===== config.mk =====
export PLATFORM = sky130hd
export DESIGN_NAME = tick_timer_and_stopwatch_bank
export DESIGN_NICKNAME = d
export VERILOG_FILES = /design/src/design/ttsb_pkg.sv /design/src/design/ttsb_timer.sv /design/src/design/ttsb_counter.sv /design/src/design/tick_timer_and_stopwatch_bank.sv
export SDC_FILE = /design/constraint.sdc
export NUM_CORES = 2
export LEC_CHECK = 0
export BUFFER_PORTS_ARGS = -buffer_cell sky130_fd_sc_hd__buf_2
export CAP_MARGIN = 15
export CORE_UTILIZATION = 45
export DETAILED_ROUTE_END_ITERATION = 10
export GPL_TIMING_DRIVEN = 0
export PLACE_DENSITY = 0.6
export SETUP_SLACK_MARGIN = 0.5
export SYNTH_ARGS = -nofsm -noshare
export SYNTH_HDL_FRONTEND = slang
export SYNTH_SLANG_ARGS = --single-unit
export TNS_END_PERCENT = 20

===== constraint.sdc =====
create_clock -name clk_i -period 9.6 [get_ports clk_i]
set_input_delay 1.92 -clock clk_i [delete_from_list [all_inputs] [get_ports clk_i]]
set_output_delay 1.92 -clock clk_i [all_outputs]
set_load 0.05 [all_outputs]

===== src/design/ttsb_pkg.sv =====
// Package for the tick timer and stopwatch bank: item types, codes and constants.
package ttsb_pkg;

  // Default unit counts
  localparam int unsigned NumTimers   = 2;
  localparam int unsigned NumCounters = 2;

  // Scaling constants
  localparam int unsigned MsFactor = 1000;
  localparam int unsigned SFactor  = 1000 * 1000;
  localparam int unsigned SClamp   = 4293;

  // Widths of the running quotient and remainder trackers in a stopwatch
  localparam int unsigned MsRemW  = 10;  // holds 0..999
  localparam int unsigned MsQuotW = 23;  // holds up to 2^32/1000
  localparam int unsigned SRemW   = 20;  // holds 0..999999
  localparam int unsigned SQuotW  = 13;  // holds up to 2^32/1000000
  localparam int unsigned ClampW  = 13;  // holds the seconds clamp
  localparam int unsigned DelayW  = 42;

  // Configuration port
  localparam int unsigned CfgAddrW = 3;
  localparam logic        CfgIdxTickIsUs = 1'b0;  // register index, paddr[2]

  typedef enum logic [1:0] {
    FUNC_TICK    = 2'd0,
    FUNC_TIMER   = 2'd1,
    FUNC_COUNTER = 2'd2,
    FUNC_DELAY   = 2'd3
  } ttsb_func_e;

  typedef enum logic [2:0] {
    CMD_STOP     = 3'd0,
    CMD_START_US = 3'd1,
    CMD_START_MS = 3'd2,
    CMD_START_S  = 3'd3,
    CMD_CHECK    = 3'd4
  } ttsb_cmd_e;

  typedef enum logic [1:0] {
    SCALE_NONE = 2'd0,
    SCALE_US   = 2'd1,
    SCALE_MS   = 2'd2,
    SCALE_S    = 2'd3
  } ttsb_scale_e;

  // Input item
  typedef struct packed {
    logic [1:0]  func;
    logic        unit;
    logic [2:0]  cmd;
    logic [31:0] amount;
  } ttsb_in_t;

  // Result item
  typedef struct packed {
    logic        timer_running;
    logic [31:0] elapsed;
    logic        delay_busy;
  } ttsb_out_t;

  // Update request for one countdown timer
  typedef struct packed {
    logic        tick;
    logic        hold;
    logic        load;
    logic [31:0] value;
  } ttsb_tmr_op_t;

  // Update request for one stopwatch
  typedef struct packed {
    logic       tick;
    logic       halt;
    logic       start;
    logic [1:0] scale;
  } ttsb_cnt_op_t;

endpackage


===== src/design/ttsb_timer.sv =====
// One countdown timer: decrements on a tick, loads on start, holds at one on stop.
module ttsb_timer
  import ttsb_pkg::*;
(
  input  logic         clk_i,
  input  logic         rst_ni,
  input  ttsb_tmr_op_t op_i,
  output logic         nonzero_o
);

  logic [31:0] left_q, left_d;

  assign nonzero_o = (left_q != 32'd0);

  // Next count
  always_comb begin
    left_d = left_q;
    if (op_i.load) begin
      left_d = op_i.value;
    end else if (op_i.hold) begin
      left_d = 32'd1;
    end else if (op_i.tick && nonzero_o) begin
      left_d = left_q - 32'd1;
    end
  end

  always_ff @(posedge clk_i or negedge rst_ni) begin
    if (!rst_ni) begin
      left_q <= '0;
    end else begin
      left_q <= left_d;
    end
  end

endmodule


===== src/design/ttsb_counter.sv =====
// One stopwatch: tick count plus running quotients by 1000 and 1000000.
module ttsb_counter
  import ttsb_pkg::*;
(
  input  logic         clk_i,
  input  logic         rst_ni,
  input  ttsb_cnt_op_t op_i,
  input  logic         tick_is_us_i,
  output logic [31:0]  elapsed_o
);

  logic [31:0]        value_q, value_d;
  logic               running_q, running_d;
  logic [1:0]         scale_q, scale_d;
  logic [MsRemW-1:0]  ms_rem_q, ms_rem_d;
  logic [MsQuotW-1:0] ms_quot_q, ms_quot_d;
  logic [SRemW-1:0]   s_rem_q, s_rem_d;
  logic [SQuotW-1:0]  s_quot_q, s_quot_d;

  // State update; quotient and remainder track value, clearing on 32-bit wrap
  always_comb begin
    value_d   = value_q;
    running_d = running_q;
    scale_d   = scale_q;
    ms_rem_d  = ms_rem_q;
    ms_quot_d = ms_quot_q;
    s_rem_d   = s_rem_q;
    s_quot_d  = s_quot_q;
    if (op_i.start) begin
      value_d   = '0;
      running_d = 1'b1;
      scale_d   = op_i.scale;
      ms_rem_d  = '0;
      ms_quot_d = '0;
      s_rem_d   = '0;
      s_quot_d  = '0;
    end else if (op_i.halt) begin
      running_d = 1'b0;
    end else if (op_i.tick && running_q) begin
      value_d = value_q + 32'd1;
      if (value_q == '1) begin
        ms_rem_d  = '0;
        ms_quot_d = '0;
        s_rem_d   = '0;
        s_quot_d  = '0;
      end else begin
        if (ms_rem_q == MsRemW'(MsFactor - 1)) begin
          ms_rem_d  = '0;
          ms_quot_d = ms_quot_q + MsQuotW'(1);
        end else begin
          ms_rem_d = ms_rem_q + MsRemW'(1);
        end
        if (s_rem_q == SRemW'(SFactor - 1)) begin
          s_rem_d  = '0;
          s_quot_d = s_quot_q + SQuotW'(1);
        end else begin
          s_rem_d = s_rem_q + SRemW'(1);
        end
      end
    end
  end

  // Elapsed time in the started unit for the current tick length
  always_comb begin
    case (ttsb_scale_e'(scale_q))
      SCALE_NONE: elapsed_o = '0;
      SCALE_US:   elapsed_o = value_q;
      SCALE_MS:   elapsed_o = tick_is_us_i ? 32'(ms_quot_q) : value_q;
      SCALE_S:    elapsed_o = tick_is_us_i ? 32'(s_quot_q) : 32'(ms_quot_q);
      default:    elapsed_o = '0;
    endcase
  end

  always_ff @(posedge clk_i or negedge rst_ni) begin
    if (!rst_ni) begin
      value_q   <= '0;
      running_q <= 1'b0;
      scale_q   <= '0;
      ms_rem_q  <= '0;
      ms_quot_q <= '0;
      s_rem_q   <= '0;
      s_quot_q  <= '0;
    end else begin
      value_q   <= value_d;
      running_q <= running_d;
      scale_q   <= scale_d;
      ms_rem_q  <= ms_rem_d;
      ms_quot_q <= ms_quot_d;
      s_rem_q   <= s_rem_d;
      s_quot_q  <= s_quot_d;
    end
  end

endmodule


===== src/design/tick_timer_and_stopwatch_bank.sv =====
// Top level of the tick timer and stopwatch bank: handshake stages, decode and delay.
//
//   channel  | handshake                 | payload
//   ---------+---------------------------+-------------------------------------
//   input    | in_valid_i / in_stall_o   | in_data_i  (func, unit, cmd, amount)
//   result   | out_valid_o / out_stall_i | out_data_o (timer_running, elapsed,
//            |                           |             delay_busy)
//   config   | APB psel/penable/pwrite   | paddr, pwdata, prdata
//
// One item a cycle while the result is not stalled; an accepted item passes
// through the input register and then the output register.
// An item sits in the input register and is applied to all units in one pass
// whose result lands in the output register.
// A stalled result holds the output register; one more item waits in the
// input register before in_stall_o rises.
// Reset clears all counts, the delay and the handshake stages; tick_is_us
// resets to one.
module tick_timer_and_stopwatch_bank
  import ttsb_pkg::*;
#(
  parameter int unsigned NUM_TIMERS   = NumTimers,
  parameter int unsigned NUM_COUNTERS = NumCounters
) (
  input  logic                clk_i,
  input  logic                rst_ni,
  input  logic                in_valid_i,
  output logic                in_stall_o,
  input  ttsb_in_t            in_data_i,
  output logic                out_valid_o,
  input  logic                out_stall_i,
  output ttsb_out_t           out_data_o,
  input  logic                psel,
  input  logic                penable,
  input  logic                pwrite,
  input  logic [CfgAddrW-1:0] paddr,
  input  logic [31:0]         pwdata,
  output logic [31:0]         prdata,
  output logic                pready
);

  // Handshake stages
  ttsb_in_t  in_q;
  logic      in_valid_q, in_valid_d;
  ttsb_out_t out_q, out_d;
  logic      out_valid_q, out_valid_d;
  logic      adv, fire, in_accept;

  // Configuration and delay state
  logic              tick_is_us_q;
  logic [DelayW-1:0] delay_q, delay_d;

  // Decode
  logic              is_tick, is_timer, is_counter, is_delay;
  logic              start_ok;
  logic [DelayW-1:0] amt_x1000;
  logic [ClampW-1:0] amt_clamped;
  logic [31:0]       amt_x1e6;
  logic [31:0]       load_value;

  // Unit selection and status
  logic [NUM_TIMERS-1:0]   tmr_sel, tmr_nz;
  logic [NUM_COUNTERS-1:0] cnt_sel;
  logic [31:0]             cnt_elapsed [NUM_COUNTERS];
  logic                    tmr_any, tmr_nz_sel, cnt_any;
  logic [31:0]             elapsed_sel;

  // Pipeline flow
  assign adv        = !out_valid_q || !out_stall_i;
  assign fire       = in_valid_q && adv;
  assign in_stall_o = in_valid_q && !adv;
  assign in_accept  = in_valid_i && !in_stall_o;

  always_comb begin
    in_valid_d = in_valid_q;
    if (in_accept) begin
      in_valid_d = 1'b1;
    end else if (fire) begin
      in_valid_d = 1'b0;
    end
  end

  always_comb begin
    out_valid_d = out_valid_q;
    if (fire) begin
      out_valid_d = 1'b1;
    end else if (!out_stall_i) begin
      out_valid_d = 1'b0;
    end
  end

  // Command decode
  assign is_tick    = fire && (in_q.func == FUNC_TICK);
  assign is_timer   = fire && (in_q.func == FUNC_TIMER);
  assign is_counter = fire && (in_q.func == FUNC_COUNTER);
  assign is_delay   = fire && (in_q.func == FUNC_DELAY);

  assign start_ok = ((in_q.cmd == CMD_START_US) && tick_is_us_q)
                 || (in_q.cmd == CMD_START_MS) || (in_q.cmd == CMD_START_S);

  // Scaled start values; the products fit their width, the timer load keeps the low 32 bits
  assign amt_x1000   = {{(DelayW-32){1'b0}}, in_q.amount} * DelayW'(MsFactor);
  assign amt_clamped = (in_q.amount > 32'(SClamp)) ? ClampW'(SClamp)
                                                    : in_q.amount[ClampW-1:0];
  assign amt_x1e6    = {19'b0, amt_clamped} * 32'(SFactor);

  always_comb begin
    case (ttsb_cmd_e'(in_q.cmd))
      CMD_START_MS: load_value = tick_is_us_q ? amt_x1000[31:0] : in_q.amount;
      CMD_START_S:  load_value = tick_is_us_q ? amt_x1e6 : amt_x1000[31:0];
      default:      load_value = in_q.amount;
    endcase
  end

  // Countdown timers
  for (genvar i = 0; i < NUM_TIMERS; i++) begin : g_tmr
    localparam logic [4:0] Idx = 5'(i);
    ttsb_tmr_op_t op;

    assign tmr_sel[i] = ({4'b0, in_q.unit} == Idx);
    assign op.tick    = is_tick;
    assign op.hold    = is_timer && tmr_sel[i] && (in_q.cmd == CMD_STOP);
    assign op.load    = is_timer && tmr_sel[i] && start_ok;
    assign op.value   = load_value;

    ttsb_timer u_timer (
      .clk_i     (clk_i),
      .rst_ni    (rst_ni),
      .op_i      (op),
      .nonzero_o (tmr_nz[i])
    );
  end

  // Stopwatches
  for (genvar i = 0; i < NUM_COUNTERS; i++) begin : g_cnt
    localparam logic [4:0] Idx = 5'(i);
    ttsb_cnt_op_t op;

    assign cnt_sel[i] = ({4'b0, in_q.unit} == Idx);
    assign op.tick    = is_tick;
    assign op.halt    = is_counter && cnt_sel[i] && (in_q.cmd == CMD_STOP);
    assign op.start   = is_counter && cnt_sel[i] && start_ok;
    assign op.scale   = in_q.cmd[1:0];

    ttsb_counter u_counter (
      .clk_i        (clk_i),
      .rst_ni       (rst_ni),
      .op_i         (op),
      .tick_is_us_i (tick_is_us_q),
      .elapsed_o    (cnt_elapsed[i])
    );
  end

  // Status of the addressed unit
  always_comb begin
    tmr_any     = 1'b0;
    tmr_nz_sel  = 1'b0;
    cnt_any     = 1'b0;
    elapsed_sel = '0;
    for (int i = 0; i < NUM_TIMERS; i++) begin
      tmr_any    = tmr_any | tmr_sel[i];
      tmr_nz_sel = tmr_nz_sel | (tmr_sel[i] & tmr_nz[i]);
    end
    for (int i = 0; i < NUM_COUNTERS; i++) begin
      cnt_any     = cnt_any | cnt_sel[i];
      elapsed_sel = elapsed_sel | (cnt_elapsed[i] & {32{cnt_sel[i]}});
    end
  end

  // Delay countdown
  always_comb begin
    delay_d = delay_q;
    if (is_delay) begin
      delay_d = tick_is_us_q ? amt_x1000 : {{(DelayW-32){1'b0}}, in_q.amount};
    end else if (is_tick && (delay_q != '0)) begin
      delay_d = delay_q - DelayW'(1);
    end
  end

  // Result item
  always_comb begin
    out_d               = out_q;
    out_d.timer_running = 1'b0;
    out_d.elapsed       = '0;
    out_d.delay_busy    = (delay_d != '0);
    if ((in_q.func == FUNC_TIMER) && tmr_any) begin
      if (in_q.cmd == CMD_STOP) begin
        out_d.timer_running = 1'b0;
      end else if (start_ok) begin
        out_d.timer_running = 1'b1;
      end else begin
        out_d.timer_running = tmr_nz_sel;
      end
    end
    if ((in_q.func == FUNC_COUNTER) && cnt_any && (in_q.cmd == CMD_CHECK)) begin
      out_d.elapsed = elapsed_sel;
    end
  end

  // Configuration port
  assign pready = 1'b1;
  assign prdata = (paddr[2] == CfgIdxTickIsUs) ? {31'b0, tick_is_us_q} : 32'b0;

  always_ff @(posedge clk_i or negedge rst_ni) begin
    if (!rst_ni) begin
      tick_is_us_q <= 1'b1;
    end else if (psel && penable && pwrite && pready && (paddr[2] == CfgIdxTickIsUs)) begin
      tick_is_us_q <= pwdata[0];
    end
  end

  // Control and state registers
  always_ff @(posedge clk_i or negedge rst_ni) begin
    if (!rst_ni) begin
      in_valid_q  <= 1'b0;
      out_valid_q <= 1'b0;
      delay_q     <= '0;
    end else begin
      in_valid_q  <= in_valid_d;
      out_valid_q <= out_valid_d;
      delay_q     <= delay_d;
    end
  end

  // Payload registers
  always_ff @(posedge clk_i) begin
    if (in_accept) begin
      in_q <= in_data_i;
    end
    if (fire) begin
      out_q <= out_d;
    end
  end

  assign out_valid_o = out_valid_q;
  assign out_data_o  = out_q;

endmodule


Word-level counts from Yosys, hierarchy flattened
Index checks and enable logic that the tools add are counted.
W data, S select, Z words.
{ "classes": {"n_mux": 75, "multipliers": 2, "reduce_logical": 62, "add_sub_neg": 13, "n_lt_le_gt_ge": 1, "n_eq_ne": 22, "bitwise_logic": 9} }
{ "op_table": {"columns": ["operator", "count"], "rows": [
  ["$mux W32", 16],
  ["$mux W23", 12],
  ["$pmux W32 S4", 2],
  ["$mux W20", 10],
  ["$mux W13", 11],
  ["$mux W42", 3],
  ["$mux W10", 10],
  ["$reduce_bool A42 Y1", 2],
  ["$add A32 B1 Y32 const B", 2],
  ["$and A32 B32 Y32", 2],
  ["$eq A32 B32 Y1 const B", 2],
  ["$pmux W32 S2", 1],
  ["$reduce_bool A32 Y1", 2],
  ["$sub A32 B1 Y32 const B", 2],
  ["$add A23 B1 Y23 const B", 2],
  ["$sub A42 B1 Y42 const B", 1],
  ["$add A20 B1 Y20 const B", 2],
  ["$eq A20 B20 Y1 const B", 2],
  ["$mul A32 B7 Y39 const B", 1],
  ["$gt A32 B13 Y1 const B", 1],
  ["$or A32 B32 Y32", 1],
  ["$logic_and A1 B1 Y1", 29],
  ["$add A13 B1 Y13 const B", 2],
  ["$mul A13 B14 Y26 const B", 1],
  ["other kinds (22)", 65]
]} }
{ "word_totals": {"ff_bits": 383, "out_inout_bits": 69, "wordCells": 211, "input_bits": 80} }

Depth between registers and ports, before layout
{ "logic_depth": {"depth_word": 8, "mapped_depth": 34, "depth_no_buf": 32} }

Hierarchy
Synthesis repeated with hierarchy kept, for this count alone.
{ "hier_totals": {"hier_cells": 3635, "hier_area_um2": 32790.2} }
{ "modules_own_cells": {"columns": ["mod", "area_per_inst_um2", "cells_per_inst", "seq_area_each_um2", "instances"], "rows": [
  ["tick_timer_and_stopwatch_bank", 15258.4, 1596, 3289.4, 1],
  ["ttsb_counter", 6552.5, 761, 2527.4, 2],
  ["ttsb_timer (g_tmr[1].u_timer)", 2220.9, 250, 800.8, 1],
  ["ttsb_timer (g_tmr[0].u_timer)", 2205.9, 267, 800.8, 1]
]} }

Worst setup path before layout
Ideal clock, no wire load.
{ "synth_path": {"kind": "reg-to-reg", "startpoint": "reg in_q[1] (netlist bit)", "endpoint": "reg g_tmr[0].u_timer.left_q[31]", "required_ns": 9.535, "setup_ns": 0.065, "path_buffers": 2, "period_less_slack_ns": 7.249, "arrival_time_ns": 7.184, "slack_ns": 2.351, "path_stages_with_launch": 35, "cell_sequence": "edfxtp_1 > clkbuf_1 > inv_1 > ha_1 > nor2b_1 > o21ai_0 > nand2_1 > a21boi_0 > o311ai_1 > nand2_1 > clkbuf_1 > nand2b_1 > inv_1 > fa_1 > inv_1 > ha_1 > inv_1 > fa_1 > inv_1 > fa_1 > inv_1 > fa_1 > inv_1 > ha_1 > and3_1 > nand2_1 > nor2_1 > a221oi_1 > a21oi_1 > a41oi_1 > a21oi_1 > xnor2_1 > o211a_1 > o32ai_1 > o21a_1"} }
{ "synth_between": {"elab_chain_cells": 6, "word_cells_on_any_way": 8, "classes_between": "mul: 2; order compare: 1; mux: 5"} }
{ "synth_lines": {"columns": ["item", "line_no", "source"], "rows": [
  ["start: declaration", "tick_timer_and_stopwatch_bank.sv:42", "ttsb_in_t in_q;"],
  ["start signal: assignment", "tick_timer_and_stopwatch_bank.sv:227", "in_q <= in_data_i;"],
  ["$gt A32 B13 Y1", "tick_timer_and_stopwatch_bank.sv:102", "assign amt_clamped = (in_q.amount > 32'(SClamp)) ? ClampW'(SClamp)"],
  ["$mux W13", "tick_timer_and_stopwatch_bank.sv:102", null],
  ["$mul A13 B14 Y26", "tick_timer_and_stopwatch_bank.sv:104", "assign amt_x1e6 = {19'b0, amt_clamped} * 32'(SFactor);"],
  ["$mux W32", "tick_timer_and_stopwatch_bank.sv:109", "CMD_START_S: load_value = tick_is_us_q ? amt_x1e6 : amt_x1000[31:0];"],
  ["$pmux W32 S2 (*)", "tick_timer_and_stopwatch_bank.sv:107", "case (ttsb_cmd_e'(in_q.cmd))"],
  ["$mux W32 (*)", "ttsb_timer.sv:18", "if (op_i.load) begin"],
  ["end signal: assignment", "ttsb_timer.sv:31", "left_q <= left_d;"],
  ["end: declaration", "ttsb_timer.sv:11", "logic [31:0] left_q, left_d;"]
]} }
Mark *: on every way between the ends. The rest lies on a longest branch, timed or not.
A chain may end at the register's enable or synchronous reset.

Worst setup path in the final report
{ "layout_path": {"startpoint": "reg in_q[2] (netlist bit)", "endpoint": "reg g_tmr[0].u_timer.left_q[31]"} }
The elaborated chain is that of the path after synthesis.

==> flow_metrics.env <==
export IMPL_setup_worst_path_start_class="flip-flop"
export IMPL_routed_via_count=25900
export IMPL_fin_crit_ns=8.56
export IMPL_required_ns=10.10
export IMPL_fp_dieArea_sq_mm=0.0685
export IMPL_final_cell_mix="nor2_1 (363), dfrtp_1 (310), nand2_1 (290)"
export IMPL_antenna_cells=0
export IMPL_vdd_drop_max_v=0.000173
export IMPL_relSlewSlack_pct=31.7
export IMPL_synthTopCellsByArea="dfrtp_1 (26%), fa_1 (10%), ha_1 (8.3%)"
export IMPL_rsz0062_at_grt="no"
export IMPL_antenna_found_initial=2
export IMPL_fillers=6238
export IMPL_timing_fmax_mhz=117
export IMPL_drive_above_1_share_pct=7.89
export IMPL_row_count=94
export IMPL_async_flop_share_pct=81.2
export IMPL_cp_common_cell="inv_1"
export IMPL_ys_flop_type="dfrtp_1"
export IMPL_yosys_register_bits=383
export IMPL_final_cells=4424
export IMPL_status="finished, final reports clean"
export IMPL_die_h_microns=262
export IMPL_hold_class="flip-flop to flip-flop"
export IMPL_synth_area_sq_mm=0.0303
export IMPL_clkLatencyLatePin_ns=0.62
export IMPL_grt_use_total_pct=26.9
export IMPL_power_switching_w=0.00393
export IMPL_place_inst=4325
export IMPL_grt_start_max_net_pins=107
export IMPL_synthToLayoutAreaGrowth_pct=11.2
export IMPL_core_sq_mm=0.0662
export IMPL_pwr_share_seq_pct=25.1
export IMPL_multi_input_area_sq_mm=0.0190
export IMPL_critical_path_slowest_cell="edfxtp_1"
export IMPL_fp_dieW_microns=262
export IMPL_firstDrtPassIters=8
export IMPL_start_util_pct=45.8
export IMPL_wl_microns=90800
export IMPL_cpLargestDelayFamily="adder cells"
export IMPL_p_sw_share_pct=46.0
export IMPL_cts_sinks=383
export IMPL_ant_nets=0
export IMPL_synth_warnings=0
export IMPL_clockBufferDepth=3
export IMPL_worstSetupPathType="flip-flop to flip-flop"
export IMPL_tns_ns=0
export IMPL_ff_latch_area_sq_mm=0.00995
export IMPL_path_buf_inv=7
export IMPL_gp_congestion=0.951
export IMPL_io_pins=149
export IMPL_endpoint_kind="flip-flop"
export IMPL_cp_data_arrival_time_ns=9.06
export IMPL_tightest_slew_ns=1.02
export IMPL_p_total_w=0.00853
export IMPL_hold_violations=0
export IMPL_p_int_w=0.00461
export IMPL_drv_slew=0
export IMPL_final_setup_viol_count=0
export IMPL_vias_per_cell=5.86
export IMPL_detailed_place_hpwl_microns=69000
export IMPL_yosys_area_top_type="dfrtp_1"
export IMPL_layout_nets=3957
export IMPL_final_common_cell="nor2_1"
export IMPL_grt_pass1_wl_microns=144000
export IMPL_synth_top_cell_area_share_pct=25.6
export IMPL_routedWlPerCell_microns=20.5
export IMPL_drt_iter0_drc=2220
export IMPL_synth_cells=3344
export IMPL_finClkSkew_ns=0.0561
export IMPL_critPathMaxStageDelay_ns=0.93
export IMPL_port_buffer_count=83
export IMPL_synth_seq_area_share_pct=32.8
export IMPL_cap_violations=0
export IMPL_p_clk_share_pct=21.3
export IMPL_cts_made_buffers=48
export IMPL_synth_area_per_cell_sq_um=9.07
export IMPL_power_leakage_nw=14.7
export IMPL_grt_ovfl_total=0
export IMPL_synth_cell_types=96
export IMPL_drc_errors=0
export IMPL_grt_pass1_vias=25000
export IMPL_min_period_over_period_pct=89.2
export IMPL_path_max_fanout=12
export IMPL_cts_max_level=2
export IMPL_cts_tree="built"
export IMPL_powerDensity_mw_per_mm2=253
export IMPL_synth_edf_count=72
export IMPL_holdBufCountCts=0
export IMPL_p_comb_share_pct=53.6
export IMPL_cts_root_buf="clkbuf_16"
export IMPL_path_clk_slew_ns=0.06
kinds of logic after synthesis:
kind of cell    share of synthesized area [%]
fa+ha+maj                                18.4
flops                                    32.8
xor+xnor                                 6.12
other cells                            0.0247
mux                                      2.01
buf+inv                                  5.08
simple gates                             19.1
compound gates                           16.5
per-stage QoR:
stage                     instance area [sq um]  utilization [%]  worst slack, ns  hold slack, ns
after floorplan                           30500                -             2.35           0.441
after global placement                    32000             48.3            0.141           0.461
after detailed placement                  32100             48.4            0.157           0.473
after CTS                                 33600             50.8            0.584           0.486
after global routing                      33700             51.0            0.465           0.521
final                                     33700             51.0             1.04           0.485
flip-flops by register name (all words and copies together) (netlist names), 2 cells and up:
signal and count:
g_cnt.u_counter.s_rem_q 40, out_data_o 34, g_cnt.u_counter.value_q 64, g_cnt.u_counter.scale_q 4
g_cnt.u_counter.running_q 2, g_cnt.u_counter.s_quot_q 26, delay_q 42, g_tmr.u_timer.left_q 64
g_cnt.u_counter.ms_rem_q 20, g_cnt.op 2, in_q 35, g_cnt.u_counter.ms_quot_q 46
cells in the mapped netlist (12+ instances only):
| cell type | count |
|---|---|
| dfrtp_1 | 310 |
| xnor2_1 | 79 |
| nor3b_1 | 12 |
| nand3_1 | 134 |
| o21ai_0 | 151 |
| or3_1 | 48 |
| and4_1 | 12 |
| buf_1 | 13 |
| a31oi_1 | 47 |
| nand2b_1 | 27 |
| a211oi_1 | 33 |
| a22o_1 | 17 |
| fa_1 | 153 |
| inv_1 | 188 |
| nor2b_1 | 20 |
| o31ai_1 | 20 |
| nand2_1 | 290 |
| nor4_1 | 17 |
| o22a_1 | 21 |
| nand4_1 | 53 |
| clkbuf_1 | 120 |
| o21a_1 | 19 |
| a22oi_1 | 49 |
| a32oi_1 | 19 |
| nor2_1 | 363 |
| edfxtp_1 | 72 |
| ha_1 | 202 |
| mux2i_1 | 52 |
| a21o_1 | 23 |
| o22ai_1 | 38 |
| xor2_1 | 133 |
| and2_1 | 20 |
| a221oi_1 | 16 |
| or2_2 | 12 |
| o211ai_1 | 15 |
| and3_1 | 48 |
| a21oi_1 | 193 |
| buf_4 | 32 |
| nor3_1 | 91 |
cell type report:
| class | count | share of cell area [%] |
|---|---|---|
| Buffer | 173 | 2.46 |
| Clock buffer | 68 | 4.15 |
| Sequential cell | 383 | 29.5 |
| Clock inverter | 20 | 0.519 |
| Timing Repair Buffer | 98 | 1.74 |
| Multi-Input combinational cell | 2628 | 56.3 |
| Inverter | 190 | 2.11 |
| Tap cell | 864 | 3.20 |
power by group through the flow:
stage | clock [W] | sequential, W | combinational (W)
finish | 0.00182 | 0.00214 | 0.00458
global route | 0.00191 | 0.00217 | 0.00504
CTS | 0.00186 | 0.00214 | 0.00447
detailed placement | 0 | 0.00216 | 0.00443
global placement | 0 | 0.00216 | 0.00441
floorplan | 0 | 0.00212 | 0.00320
metal layers:
metal	part of all wire [%]	up-vias	global-route usage, %	routed length, microns
li1	-	12200	-	-
met1	45	12700	37.8	40800
met2	45	830	41.9	40700
met3	6.8	185	4.75	6170
met4	3.5	2	8.88	3180
met5	0.014	-	0	13
path summary, 6_finish.rpt:
kind | startpoint | end | slack [ns] | cells after the start
worst max-delay path | in_q[2] | g_tmr[0].u_timer.left_q[31] | 1.04 | 32
worst min-delay path | in_valid_q | out_valid_o | 0.49 | 1
worst max register to register | in_q[2] | g_tmr[0].u_timer.left_q[31] | 1.04 | 32
worst min register to register | in_valid_q | out_valid_o | 0.49 | 1
max in group asynchronous | rst_ni | delay_q[14] | 7.16 | 2
min in group asynchronous | rst_ni | g_cnt[1].u_counter.ms_quot_q[17] | 1.31 | 1
timing repair:
action | CTS | global route
setup endpoints to repair | 5 | 9
cloned | 0 | 0
resized for setup | 2 | 6
buffers inserted | 0 | 10
pin swaps | 0 | 0
Note: power is estimated with default switching activity, not from simulation.
